## src/rcc_pkg.sv

```systemverilog
// ----------------------------------------------------------------------------
// rcc_pkg: shared types and constants of the RC oscillator calibrator
// Holds the calibration phase codes, the state record and the search constants.
// ----------------------------------------------------------------------------
package rcc_pkg;

    // calibration phase
    typedef enum logic [2:0] {
        PH_IDLE   = 3'd0,
        PH_BINARY = 3'd1,
        PH_NEIGH  = 3'd2,
        PH_DONE   = 3'd3
    } t_phase;

    // search state carried from one measurement to the next
    typedef struct packed {
        t_phase      phase;
        logic        upper_half;
        logic [7:0]  step_size;
        logic [7:0]  trial_base;
        logic [8:0]  neighbour_value;
        logic [7:0]  best_value;
        logic [15:0] best_deviation;
        logic [7:0]  lower_value;
        logic [15:0] lower_deviation;
    } t_state;

    // input action codes
    localparam logic ACT_START   = 1'b0;
    localparam logic ACT_MEASURE = 1'b1;

    // register index decoded from the bus address
    localparam logic REG_TARGET = 1'b0;

    localparam logic [15:0] C_TARGET_RESET = 16'd2750;
    localparam logic [7:0]  C_STEP_INIT    = 8'h40;
    localparam logic [7:0]  C_LOWER_BASE   = 8'h00;
    localparam logic [7:0]  C_UPPER_BASE   = 8'h80;
    localparam logic [7:0]  C_TRIM_MAX     = 8'hFF;
    localparam logic [15:0] C_DEV_INIT     = 16'h00FF;

endpackage

```

## src/rcc_step.sv

```systemverilog
// ----------------------------------------------------------------------------
// rcc_step: next-state and result logic for one measurement
// Runs the binary search, the neighbour search and the final choice between
// the lower and upper halves for a single transaction.
// ----------------------------------------------------------------------------
module rcc_step (
    input  rcc_pkg::t_state i_state,
    input  logic            i_action,
    input  logic [15:0]     i_frame_length,
    input  logic [15:0]     i_target,
    output rcc_pkg::t_state o_state,
    output logic            o_emit,
    output logic [7:0]      o_trim_value,
    output logic            o_finished
);
    import rcc_pkg::*;

    t_state      n_st;
    logic        w_below;
    logic        w_fail;
    logic [7:0]  w_base;
    logic [7:0]  w_step;
    logic [15:0] w_dev;
    logic [8:0]  w_next_nb;
    logic [8:0]  w_last;
    logic        w_finish;

    assign w_below = i_frame_length < i_target;
    assign w_fail  = i_frame_length == 16'd0;
    assign w_dev   = w_below ? (i_target - i_frame_length) : (i_frame_length - i_target);

    always_comb begin
        n_st         = i_state;
        o_emit       = 1'b0;
        o_trim_value = 8'd0;
        o_finished   = 1'b0;
        w_finish     = 1'b0;
        w_base       = i_state.trial_base;
        w_step       = i_state.step_size;
        w_next_nb    = 9'((i_state.neighbour_value + 9'd1) & 9'h1FF);
        w_last       = (i_state.trial_base == C_TRIM_MAX) ? {1'b0, C_TRIM_MAX}
                                                          : {1'b0, i_state.trial_base} + 9'd1;

        if (i_action == ACT_START) begin
            // restart from the lower half
            n_st.upper_half = 1'b0;
            n_st.trial_base = C_LOWER_BASE;
            n_st.step_size  = C_STEP_INIT;
            n_st.phase      = PH_BINARY;
            o_emit          = 1'b1;
            o_trim_value    = C_LOWER_BASE + C_STEP_INIT;
        end else begin
            unique case (i_state.phase)
                PH_BINARY: begin
                    if (w_fail) begin
                        // failed measurement: the half ends with trim zero
                        n_st.best_value     = 8'd0;
                        n_st.best_deviation = 16'd0;
                        w_finish            = 1'b1;
                    end else begin
                        // raise the base when the oscillator runs slow
                        w_base = w_below ? i_state.trial_base + i_state.step_size
                                         : i_state.trial_base;
                        w_step = {1'b0, i_state.step_size[7:1]};
                        n_st.trial_base = w_base;
                        n_st.step_size  = w_step;
                        o_emit          = 1'b1;
                        if (w_step != 8'd0) begin
                            o_trim_value = w_base + w_step;
                        end else begin
                            // enter the neighbour search at base minus one
                            n_st.best_value      = w_base;
                            n_st.best_deviation  = C_DEV_INIT;
                            n_st.neighbour_value = (w_base == 8'd0) ? 9'd0
                                                                    : {1'b0, w_base - 8'd1};
                            n_st.phase           = PH_NEIGH;
                            o_trim_value         = n_st.neighbour_value[7:0];
                        end
                    end
                end
                PH_NEIGH: begin
                    if (w_fail) begin
                        w_finish = 1'b1;
                    end else begin
                        // keep the strictly better neighbour
                        if (w_dev < i_state.best_deviation) begin
                            n_st.best_deviation = w_dev;
                            n_st.best_value     = i_state.neighbour_value[7:0];
                        end
                        n_st.neighbour_value = w_next_nb;
                        if (w_next_nb <= w_last) begin
                            o_emit       = 1'b1;
                            o_trim_value = w_next_nb[7:0];
                        end else begin
                            w_finish = 1'b1;
                        end
                    end
                end
                PH_DONE: begin
                    o_emit       = 1'b1;
                    o_trim_value = i_state.best_value;
                    o_finished   = 1'b1;
                end
                default: begin
                    // idle: measurement gives no result
                end
            endcase

            if (w_finish) begin
                o_emit = 1'b1;
                if (!i_state.upper_half) begin
                    // save the lower result and start the upper half
                    n_st.lower_value     = n_st.best_value;
                    n_st.lower_deviation = n_st.best_deviation;
                    n_st.upper_half      = 1'b1;
                    n_st.trial_base      = C_UPPER_BASE;
                    n_st.step_size       = C_STEP_INIT;
                    n_st.phase           = PH_BINARY;
                    o_trim_value         = C_UPPER_BASE + C_STEP_INIT;
                end else begin
                    // pick upper only if nonzero and strictly better
                    if (n_st.best_value != 8'd0 &&
                        n_st.best_deviation < n_st.lower_deviation) begin
                        o_trim_value = n_st.best_value;
                    end else begin
                        o_trim_value = n_st.lower_value;
                    end
                    n_st.best_value = o_trim_value;
                    n_st.phase      = PH_DONE;
                    o_finished      = 1'b1;
                end
            end
        end
    end

    assign o_state = n_st;

endmodule

```

## src/rc_oscillator_calibrator.sv

```systemverilog
// ----------------------------------------------------------------------------
// rc_oscillator_calibrator: successive approximation trim search
// Answers each measurement during a search with the next oscillator trim to try
// and reports the final choice once both halves are searched.
//
//   channel   direction  handshake                       payload
//   input     in         i_in_valid / o_in_stall         i_action, i_frame_length
//   result    out        o_out_valid / i_out_stall       o_trim_value, o_finished
//   config    in         psel, penable, pwrite, pready   paddr, pwdata, prdata
//
// A transaction is registered on entry and then processed by the search logic into the
// result register; one transaction per cycle sustained while the result is not stalled.
// A single step of search logic lies between the two registers.
// A result waiting under stall leaves room for one more input transaction.
// Reset is synchronous and active low; it returns the search to idle and
// restores the target length.
// ----------------------------------------------------------------------------
module rc_oscillator_calibrator (
    input  logic        i_clk,
    input  logic        i_rst_n,
    input  logic        i_in_valid,
    output logic        o_in_stall,
    input  logic        i_action,
    input  logic [15:0] i_frame_length,
    output logic        o_out_valid,
    input  logic        i_out_stall,
    output logic [7:0]  o_trim_value,
    output logic        o_finished,
    input  logic        psel,
    input  logic        penable,
    input  logic        pwrite,
    input  logic [2:0]  paddr,
    input  logic [31:0] pwdata,
    output logic [31:0] prdata,
    output logic        pready
);
    import rcc_pkg::*;

    logic        r_in_valid;
    logic        r_in_action;
    logic [15:0] r_in_frame;
    logic        r_out_valid;
    logic [7:0]  r_out_trim;
    logic        r_out_fin;
    logic [15:0] r_target;
    t_state      r_state;
    t_state      n_state;
    logic        w_emit;
    logic [7:0]  w_trim;
    logic        w_fin;
    logic        w_advance;
    logic        w_accept;
    logic        w_cfg_wr;

    // configuration register
    assign pready   = 1'b1;
    assign w_cfg_wr = psel && penable && pwrite && pready;
    assign prdata   = (paddr[2] == REG_TARGET) ? {16'd0, r_target} : 32'd0;

    always_ff @(posedge i_clk) begin
        if (!i_rst_n) begin
            r_target <= C_TARGET_RESET;
        end else if (w_cfg_wr && paddr[2] == REG_TARGET) begin
            r_target <= pwdata[15:0];
        end
    end

    // advance when the result register is free or being drained
    assign w_advance  = r_in_valid && (!r_out_valid || !i_out_stall);
    assign o_in_stall = r_in_valid && !w_advance;
    assign w_accept   = i_in_valid && !o_in_stall;

    // input register
    always_ff @(posedge i_clk) begin
        if (!i_rst_n) begin
            r_in_valid <= 1'b0;
        end else if (w_accept) begin
            r_in_valid <= 1'b1;
        end else if (w_advance) begin
            r_in_valid <= 1'b0;
        end
    end

    always_ff @(posedge i_clk) begin
        if (w_accept) begin
            r_in_action <= i_action;
            r_in_frame  <= i_frame_length;
        end
    end

    rcc_step u_step (
        .i_state        (r_state),
        .i_action       (r_in_action),
        .i_frame_length (r_in_frame),
        .i_target       (r_target),
        .o_state        (n_state),
        .o_emit         (w_emit),
        .o_trim_value   (w_trim),
        .o_finished     (w_fin)
    );

    // search state
    always_ff @(posedge i_clk) begin
        if (!i_rst_n) begin
            r_state <= '{phase: PH_IDLE, default: '0};
        end else if (w_advance) begin
            r_state <= n_state;
        end
    end

    // result register
    always_ff @(posedge i_clk) begin
        if (!i_rst_n) begin
            r_out_valid <= 1'b0;
        end else if (w_advance) begin
            r_out_valid <= w_emit;
        end else if (!i_out_stall) begin
            r_out_valid <= 1'b0;
        end
    end

    always_ff @(posedge i_clk) begin
        if (w_advance && w_emit) begin
            r_out_trim <= w_trim;
            r_out_fin  <= w_fin;
        end
    end

    assign o_out_valid  = r_out_valid;
    assign o_trim_value = r_out_trim;
    assign o_finished   = r_out_fin;

    // a finished result always stems from the done phase
    a_fin_done: assert property (@(posedge i_clk) disable iff (!i_rst_n)
        (r_out_valid && r_out_fin) |-> (r_state.phase == PH_DONE))
        else $error("finished result outside done phase");

    // binary search step stays a single power of two
    a_step_onehot: assert property (@(posedge i_clk) disable iff (!i_rst_n)
        (r_state.phase == PH_BINARY) |-> $onehot(r_state.step_size))
        else $error("binary step is not a power of two");

    // neighbour trial never passes base plus one
    a_nb_range: assert property (@(posedge i_clk) disable iff (!i_rst_n)
        (r_state.phase == PH_NEIGH) |->
            (r_state.neighbour_value <= {1'b0, r_state.trial_base} + 9'd1))
        else $error("neighbour trial out of range");

    // a held result is not overwritten
    a_hold: assert property (@(posedge i_clk) disable iff (!i_rst_n)
        (r_out_valid && i_out_stall) |=> (r_out_valid && $stable(r_out_trim)))
        else $error("stalled result changed");

endmodule
```

## config.mk

```make
export PLATFORM = sky130hd
export DESIGN_NAME = rc_oscillator_calibrator
export DESIGN_NICKNAME = d
export VERILOG_FILES = /design/src/rcc_pkg.sv /design/src/rcc_step.sv /design/src/rc_oscillator_calibrator.sv
export SDC_FILE = /design/constraint.sdc
export NUM_CORES = 1
export LEC_CHECK = 0
export ABC_CLOCK_PERIOD_IN_PS = 10850
export BUFFER_PORTS_ARGS = -buffer_cell sky130_fd_sc_hd__buf_4
export CAP_MARGIN = 0
export CORE_UTILIZATION = 53
export DETAILED_ROUTE_END_ITERATION = 8
export GPL_TIMING_DRIVEN = 0
export PLACE_DENSITY = 0.69
export SLEW_MARGIN = 20
export SYNTH_ARGS = -nofsm -noshare
export SYNTH_HDL_FRONTEND = slang
export SYNTH_HIERARCHICAL = 1
export SYNTH_SLANG_ARGS = --single-unit
```

## constraint.sdc

```tcl
create_clock -name i_clk -period 10.85 [get_ports i_clk]
set_clock_uncertainty 0.2 [all_clocks]
set_input_delay 3.255 -clock i_clk [delete_from_list [all_inputs] [get_ports i_clk]]
set_output_delay 3.255 -clock i_clk [all_outputs]
set_load 0.02 [all_outputs]
```

After elaboration in Yosys (flattened, before gate mapping)
Index checks and enable logic that the tools add are counted.

Flip-flop bits (word level): 121.

Bitwise logic cells: 2. Add/subtract/negate cells: 7. Equal/unequal tests: 13. Magnitude comparators: 4. Reductions and logical operators: 23. Multiplexer cells: 48.

Operators with widths (number): 33-bit two-way mux (3); 8-bit two-way mux (11); 33-bit one-hot mux with 2 select lines (1); 16-bit two-way mux (4); 16-bit less-than comparator (3); 24-bit two-way mux (2); 20-bit two-way mux (2); 16-bit subtractor (2); 25-bit two-way mux (1); 8-bit one-hot mux with 3 select lines (1); 16-bit zero test (1); 1-bit two-way mux (16); 3-bit inequality test (second input constant) (5); 8-bit by 1-bit adder with 9-bit output (second input constant) (1); 9-bit by 1-bit adder with 9-bit output (second input constant) (1); 9-bit <= comparator (1); 3-bit two-way mux (3); 9-bit two-way mux (1); 8-bit by 7-bit adder with 8-bit output (1); 8-bit adder (1); 8-bit equality test (second input constant) (1); 1-bit logical AND (8); 8-bit zero test (1); 4-bit AND reduction (2); 16 further kinds (24).

Logic depth before layout (Yosys ltp)
Gate-level depths: netlist (run 1).

Depth after elaboration: 13. Depth in mapped cells: 40. Gate-level depth less buffers: 36.

By module
Netlist (run 1), hierarchy kept.

By module, submodules not included: rcc_step (sequential area each 0.0 um^2, area an instance 6434.9 um^2, cells an instance 980, instances 1); rc_oscillator_calibrator (sequential area each 2682.6 um^2, area an instance 4885.9 um^2, cells an instance 476, instances 1).

Least setup slack after synthesis (run 1)
Ideal clock, no wire load.

Kind: reg-to-reg. Start: register r_in_frame[0]. End: register r_out_trim[6] (netlist: o_trim_value[6]) (data pin). Buffers on the path: 2. Period minus slack after synthesis: 7.498 ns. Slack: 3.352 ns. Arrival time: 7.037 ns. Setup time: 0.262 ns. Stages on the path, launching flop included: 32. Cells stage by stage: edfxtp_1 -> inv_1 -> ha_1 -> inv_1 -> fa_1 -> a211o_1 -> a211oi_2 -> o21ai_4 -> nand2_4 -> mux2_2 -> or3_1 -> o211ai_1 -> nand3_1 -> and2_1 -> ha_1 -> and3_1 -> and3_1 -> a211oi_2 -> nand3_2 -> nor2_1 -> buf_2 -> a22o_1 -> ha_1 -> a21o_1 -> a21o_1 -> a21o_1 -> a221o_1 -> o41a_1 -> buf_2 -> or4_1 -> o32ai_1 -> nor3_1.

Word-level cells in the longest chain between the ends: 12. Elaborated cells on any way between the ends: 31.

RTL lines: start, declared (RTL line rc_oscillator_calibrator.sv:41) `logic [15:0] r_in_frame;`; start signal, assigned (RTL line rc_oscillator_calibrator.sv:87) `r_in_frame <= i_frame_length;`; 16-bit subtractor / 16-bit less-than comparator (equally long branches) (RTL line rcc_step.sv:30, rcc_step.sv:28); 16-bit two-way mux (RTL line rcc_step.sv:30) `assign w_dev = w_below ? (i_target - i_frame_length) : (i_frame_length - i_target);`; 16-bit less-than comparator (RTL line rcc_step.sv:86) `if (w_dev < i_state.best_deviation) begin`; 24-bit two-way mux (RTL line rcc_step.sv:86); 33-bit two-way mux (RTL line rcc_step.sv:82) `if (w_fail) begin`; 33-bit one-hot mux with 2 select lines (RTL line rcc_step.sv:53) `unique case (i_state.phase)`; 33-bit two-way mux (RTL line rcc_step.sv:44) `if (i_action == ACT_START) begin`; 16-bit less-than comparator / 8-bit nonzero test (equally long branches) (RTL line rcc_step.sv:123, rcc_step.sv:122); 1-bit logical AND (RTL line rcc_step.sv:122) `if (n_st.best_value != 8'd0 &&`; 8-bit two-way mux (RTL line rcc_step.sv:122); 8-bit two-way mux (RTL line rcc_step.sv:111) `if (!i_state.upper_half) begin`; 8-bit two-way mux (*) (RTL line rcc_step.sv:109) `if (w_finish) begin`; end signal, assigned (RTL line rc_oscillator_calibrator.sv:124) `r_out_trim <= w_trim;`; end, declared (RTL line rc_oscillator_calibrator.sv:43) `logic [7:0] r_out_trim;`.

Mark *: on every way between the ends. The rest lies on a longest branch, timed or not. The select of a mux whose other input is x is not followed. A chain may end at the register's enable or synchronous reset.

Worst setup path after layout (run 1)
Same ends and word-level chain as after synthesis.

==> reports/metrics.yaml, run 1 <==
vias: 11140
rsz0062_at_grt: "false"
end_kind: "register"
synthSimpleGateAreaFrac: 0.2056
path_clk_slew_ns: 0.06
fin_crit_ns: 8.783
slowest_stage: "or4_1"
grt_pass1_wl_mm: 57.55
num_rows: 53
synth_compound_area_frac: 0.2257
dieArea_sq_um: 21950
dp_hpwl_mm: 28.59
synthXorXnorAreaFrac: 0.02940
async_flop_share: 0
gr-total-overflow: 0
antenna_cells: 0
setup_violations: 0
drt_iter0_drc: 1132
routedWlPerCell_microns: 20.27
fillers: 1965
io_pins: 103
critPathLaunchType: "register"
clk-insertion-delay-late_ns: 0.44
slew_viol_final: 0
critical_path_required_ns: 10.81
ys.warnings.count: 6
firstDrtPassIters: 6
start_util: 0.5402
max_cap_violations: 0
fmax_mhz: 113.9
relSlewSlack: 0.2212
postCtsResizedCells: 0
cts_num_sinks: 121
wl_mm: 37.37
status: "completed"
first_global_vias: 10410
grt_max_degree: 18
ant_nets: 0
die_width_microns: 148.2
avgSynthCellArea_sq_um: 7.775
path_max_fanout: 10
hold_buffers: 0
clock_path_buffers: 2
setup-tns-final_ns: 0
hold_violations: 0
synthAdderAreaFrac: 0.1032
crit_type: "register to register"
p_leak_uw: 0.005436
grt_use_total: 0.3439
syn_inst: 1456
die_y_microns: 148.2
ir_worst_vdd_v: 0.00009466
coreArea_sq_um: 20960
place.gp.congestion: 0.9755
drc: 0
seq_area_sq_um: 2683
tritoncts: "built"
yosys_register_bits: 121
layout.nets: 1706
post-cts-setup-buffer-count: 0
synth_top_family_by_area: "compound AO/OA/AOI/OAI gates"
port_buffers: 66
crit_path_max_incr_delay_ns: 0.57
synthFlopType: "dfxtp_1"
vias_per_cell: 6.040
cts-buffers-inserted: 17
hold_path_class: "register to register"
area_growth_pct: 13.36
yosysUniqueCellTypes: 94
ys_seq_area_frac: 0.2370
cts_max_level: 4
power_density_nw_per_um2: 111.4
synthMuxAreaShare: 0.1135
worst_pin_slew_ns: 1.159
antenna_found_initial: 0
worstPathArrival_ns: 8.75
power_uw: 1429
netlist_area_sq_um: 11320
multiInputGateArea_sq_um: 7735
synth_edf_count: 26
min_period_over_period: 0.8095
drive_above_1_share: 0.1326
cts-root-buf: "clkbuf_16"
==> registers in the layout, indices dropped and copies added (netlist names) <==
register,count
o_out_valid,1
r_in_valid,1
r_in_frame,16
o_trim_value,8
o_finished,1
r_in_action,1
r_state,77
r_target,16
==> worst paths after layout <==
kind / cells past startpoint / endpoint / slack (ns) / from
max: 30 / o_trim_value[6] / 2.07 / r_in_frame[0]
min: 2 / r_state[53] / 0.26 / r_state[53]
max reg2reg: 30 / o_trim_value[6] / 2.07 / r_in_frame[0]
min reg2reg: 2 / r_state[53] / 0.26 / r_state[53]
==> cell usage in the layout, fill, tap and decap left out, types with 21 or more instances in the layout <==
cell / netlist / layout
a21o_1: 43 / 43
a21oi_1: 92 / 92
buf_2: 24 / 24
buf_4: 27 / 93
clkbuf_1: 42 / 43
dfxtp_1: 95 / 95
edfxtp_1: 26 / 26
ha_1: 87 / 87
inv_1: 100 / 100
mux2i_1: 104 / 104
nand2_1: 269 / 269
nand3_1: 21 / 21
nor2_1: 78 / 78
nor2b_1: 35 / 34
nor3_1: 22 / 22
o21ai_0: 65 / 65
xnor2_1: 28 / 28
==> layout make-up <==
class | count | area share
well taps | 275 | 0.02681
clock inverters | 8 | 0.006240
multi-input cells | 1148 | 0.6027
clock buffers | 24 | 0.04163
repair buffers | 66 | 0.03861
plain buffers | 102 | 0.04572
flip-flops and latches | 121 | 0.2090
inverters | 100 | 0.02925
==> layer usage <==
layer / share of wire / GRT usage / vias up
met3: 0.095 / 0.08773 / 79
met1: 0.44 / 0.4514 / 5198
met4: 0.028 / 0.1387 / 0
met2: 0.44 / 0.5364 / 538
li1: - / - / 5323
met5: 0 / 0 / -
==> cell usage after synthesis, drive strengths merged, types with 14 or more instances <==
| master | count | area share |
|---|---|---|
| o21ai | 69 | 0.032 |
| nand4 | 15 | 0.0083 |
| buf | 60 | 0.038 |
| a21oi | 94 | 0.042 |
| nand2 | 270 | 0.090 |
| nor2 | 79 | 0.026 |
| inv | 100 | 0.033 |
| a22o | 16 | 0.012 |
| dfxtp | 95 | 0.17 |
| nand3 | 22 | 0.010 |
| clkbuf | 42 | 0.014 |
| nor3 | 23 | 0.011 |
| ha | 87 | 0.096 |
| mux2 | 21 | 0.022 |
| mux2i | 104 | 0.092 |
| and3 | 14 | 0.0077 |
| a211oi | 22 | 0.016 |
| edfxtp | 26 | 0.069 |
| xnor2 | 28 | 0.022 |
| a21o | 43 | 0.029 |
| nor2b | 35 | 0.019 |
==> logic make-up after synthesis <==
group / after synthesis
DFF: 121
muxes: 125
buffers and inverters: 202
adders and majority gates: 91
and+or+nand+nor: 508
AOI/OAI and AO/OA: 369
xor gates and xnor gates: 38
other: 2
==> critical path, delay by kind of cell, from the launching register on <==
family	cells	cell delay (ns)
AO/OA/AOI/OAI	14	3.98
XOR/XNOR	1	0.34
adder cells (fa/ha/maj)	4	1.12
buffers and inverters	4	0.64
flip-flops	1	0.43
AND/OR/NAND/NOR	7	1.80
==> power breakdown <==
group | switching [uW] | leakage, uW | internal [uW] | total [uW]
clock network | 233 | 0.000303 | 368 | 601
logic | 218 | 0.00412 | 132 | 350
registers | 9.32 | 0.00102 | 469 | 478
total | 461 | 0.00544 | 969 | 1430
==> metrics by stage <==
step                utilization  hold slack [ns]  instance area (sq um)  std cells  setup slack [ns]
global placement         0.5830           0.2420                  12220       1812             2.268
finish                   0.6124           0.2630                  12830       1844             2.067
detailed placement       0.5831           0.2515                  12220       1812             2.201
floorplan                     -           0.2314                  11380       1471             3.352
CTS                      0.6124           0.2624                  12830       1844             2.142
global route             0.6124           0.2877                  12830       1844             1.710
Power figures use the tool's default switching activity.
==> run 2, diff against run 1 <==
- ABC_AREA: not set -> 1
- ABC_CLOCK_PERIOD_IN_PS: 10850 -> 7350
- PLACE_DENSITY: 0.69 -> 0.72
- clock period: 10.85 -> 7.35 ns (I/O delays scaled with it)
==> reports/metrics.yaml, run 2 <==
largest_reg_flops: 77
setup-tns-final_ns: 0
die_y_microns: 145.2
grt_use_total: 0.3006
synthMuxAreaShare: 0
yosysUniqueCellTypes: 50
io_pins: 103
end_kind: "register"
rsz0062_at_grt: "false"
synth_top_family_by_area: "simple AND/OR/NAND/NOR gates"
fin_crit_ns: 6.773
vias_per_cell: 5.423
async_flop_share: 0
relSlewSlack: 0.3712
cts_max_level: 4
area_growth_pct: 13.88
coreArea_sq_um: 20170
fillers: 1968
avgSynthCellArea_sq_um: 6.394
ys.warnings.count: 6
switching_share: 0.3737
first_global_vias: 10250
reg2reg_depth: 44
path_max_fanout: 10
regToRegSetupSlack_ns: 0.58
status: "completed"
fmax_mhz: 147.6
synthAdderAreaFrac: 0.1076
seq_area_sq_um: 2683
synth_top_area_cell: "dfxtp_1"
synthFlopType: "dfxtp_1"
grt_max_degree: 18
hold_path_class: "register to register"
hold_slack_ns: 0.2815
antenna_found_initial: 0
port_buffers: 65
clock_path_buffers: 2
p_comb_frac: 0.344
multiInputGateArea_sq_um: 6705
ir_worst_vdd_v: 0.0001533
synth_top_area_frac: 0.1751
ant_nets: 0
dp_hpwl_mm: 24.52
cpMostUsedCell: "nand2_1"
most-common-layout-cells: "nor2_1 (269), inv_1 (261), nand2_1 (253), o21ai_0 (172), a21oi_1 (120)"
vias: 11290
cts-root-buf: "clkbuf_16"
layout.nets: 1949
drc: 0
ys_seq_area_frac: 0.2469
dieArea_sq_um: 21070
crit_type: "register to register"
slew_viol_final: 0
antenna_cells: 0
path_clk_slew_ns: 0.06
post-route-util: 0.6134
top_regs: "r_state x77, r_in_frame x16, r_target x16"
intPower_uw: 1575
routedWlPerCell_microns: 15.26
slowest_stage: "edfxtp_1"
start_util: 0.5386
place.gp.congestion: 0.9653
synthTopCellsByCount: "nor2_1 (269), inv_1 (262), nand2_1 (253)"
num_rows: 52
synthTopCellsByArea: "dfxtp_1 (18%), ha_1 (10%), nor2_1 (9.3%)"
yosys_register_bits: 121
tritoncts: "built"
max_cap_violations: 0
grt_pass1_wl_mm: 50.94
cts-buffers-inserted: 17
critical_path_required_ns: 7.51
r2r_end: "r_state[40]"
critPathLaunchType: "register"
clk-insertion-delay-late_ns: 0.43
min_period_over_period: 0.9216
gr-total-overflow: 0
hp-start: "r_state[17]"
pwr-share-clk: 0.350
setup_violations: 0
worstPathArrival_ns: 6.93
synth_compound_area_frac: 0.2110
power_density_nw_per_um2: 203.3
crit_path_max_incr_delay_ns: 0.43
synth_edf_count: 26
hold_violations: 0
largest_register: "r_state"
p_leak_uw: 0.005994
syn_inst: 1699
synthXorXnorAreaFrac: 0.03144
pwr-share-seq: 0.306
die_width_microns: 145.2
layout_commonest_cell: "nor2_1"
net-switching-power_uw: 939.9
cts_num_sinks: 121
drt_iter0_drc: 1071
netlist_area_sq_um: 10860
synthSimpleGateAreaFrac: 0.2609
hold_depth: 2
min_to: "r_state[17]"
rr_startpoint: "r_in_frame[0]"
worst_pin_slew_ns: 0.9397
drive_above_1_share: 0.1093
firstDrtPassIters: 6
synth.most_common_cell: "nor2_1"
wl_mm: 31.78
[run 2: cell count changes in the layout (fill, tap and decap cells not counted), sizes merged, moves of 28 or more]
| cell | previous run | this run |
|---|---|---|
| nor2 | 79 | 275 |
| inv | 101 | 269 |
| o21ai | 69 | 213 |
| mux2i | 104 | 0 |
| nand3 | 22 | 99 |
| a21o | 43 | 5 |
| nor2b | 35 | 0 |
| a21oi | 94 | 122 |
[run 2: worst max-delay path: cells and delay by family, from the launching register on]
family	cells	cell delay, ns
flops	1	0.43
fa+ha+maj	4	1.13
xor+xnor	1	0.17
simple gates	18	1.96
compound gates	9	1.26
buf+inv	12	1.53
[run 2: repair_timing]
item / 4_1_cts / 5_1_grt
buffers inserted: 0 / 1
endpoints found under the setup margin: 0 / 16
resized for setup: 0 / 8
hold buffers: 0 / 0
endpoints found under the hold margin: 0 / 0
[run 2: area by class of cell]
cell class | count | share of cell area
Multi-Input combinational cell | 1235 | 0.5420
Sequential cell | 121 | 0.2168
Inverter | 270 | 0.08212
Buffer | 88 | 0.04258
Timing Repair Buffer | 66 | 0.04005
Clock buffer | 21 | 0.03985
Tap cell | 270 | 0.02731
Clock inverter | 11 | 0.009304
[run 2: metal layers]
metal	wire length (microns)	GRT usage	up-vias
met3	2330	0.04308	71
met1	14490	0.3987	5031
met2	14150	0.4940	492
met5	0	0	-
met4	808	0.1126	0
li1	-	-	5696
[run 2: cell families (layout without fill, tap and decap cells)]
group	Yosys count	after routing
AO/OA/AOI/OAI	415	415
XOR/XNOR	39	39
adder cells (fa/ha/maj)	91	91
buffers and inverters	358	456
flip-flops	121	121
other	2	17
AND/OR/NAND/NOR	673	673
[run 2: worst max-delay path by stage]
stage                              from          end  slack [ns]  cells past startpoint
final                     r_in_frame[0]  r_state[40]        0.58                     44
after detailed placement  r_in_frame[0]  r_state[40]        0.42                     43
after global placement    r_in_frame[0]  r_state[40]        0.49                     43
after CTS                 r_in_frame[0]  r_state[40]        0.32                     43
after global routing      r_in_frame[0]  r_state[40]      0.0008                     43
after floorplan           r_in_frame[0]  r_state[47]        1.66                     45
[run 2: stage by stage]
stage	area, sq um	worst slack [ns]	cells	total power (uW)
CTS	12350	0.3234	2081	2500
floorplan	10920	1.664	1714	1400
finish	12370	0.5766	2082	2515
detailed placement	11750	0.4210	2049	1620
global route	12370	0.0008402	2082	2657
global placement	11750	0.4899	2049	1599
[run 2: power by group through the flow]
stage / Clock (uW) / Sequential, uW / Combinational [uW]
floorplan: 0 / 771 / 629
global route: 917 / 776 / 964
detailed placement: 0 / 783 / 838
global placement: 0 / 781 / 819
finish: 880 / 769 / 865
CTS: 886 / 769 / 845
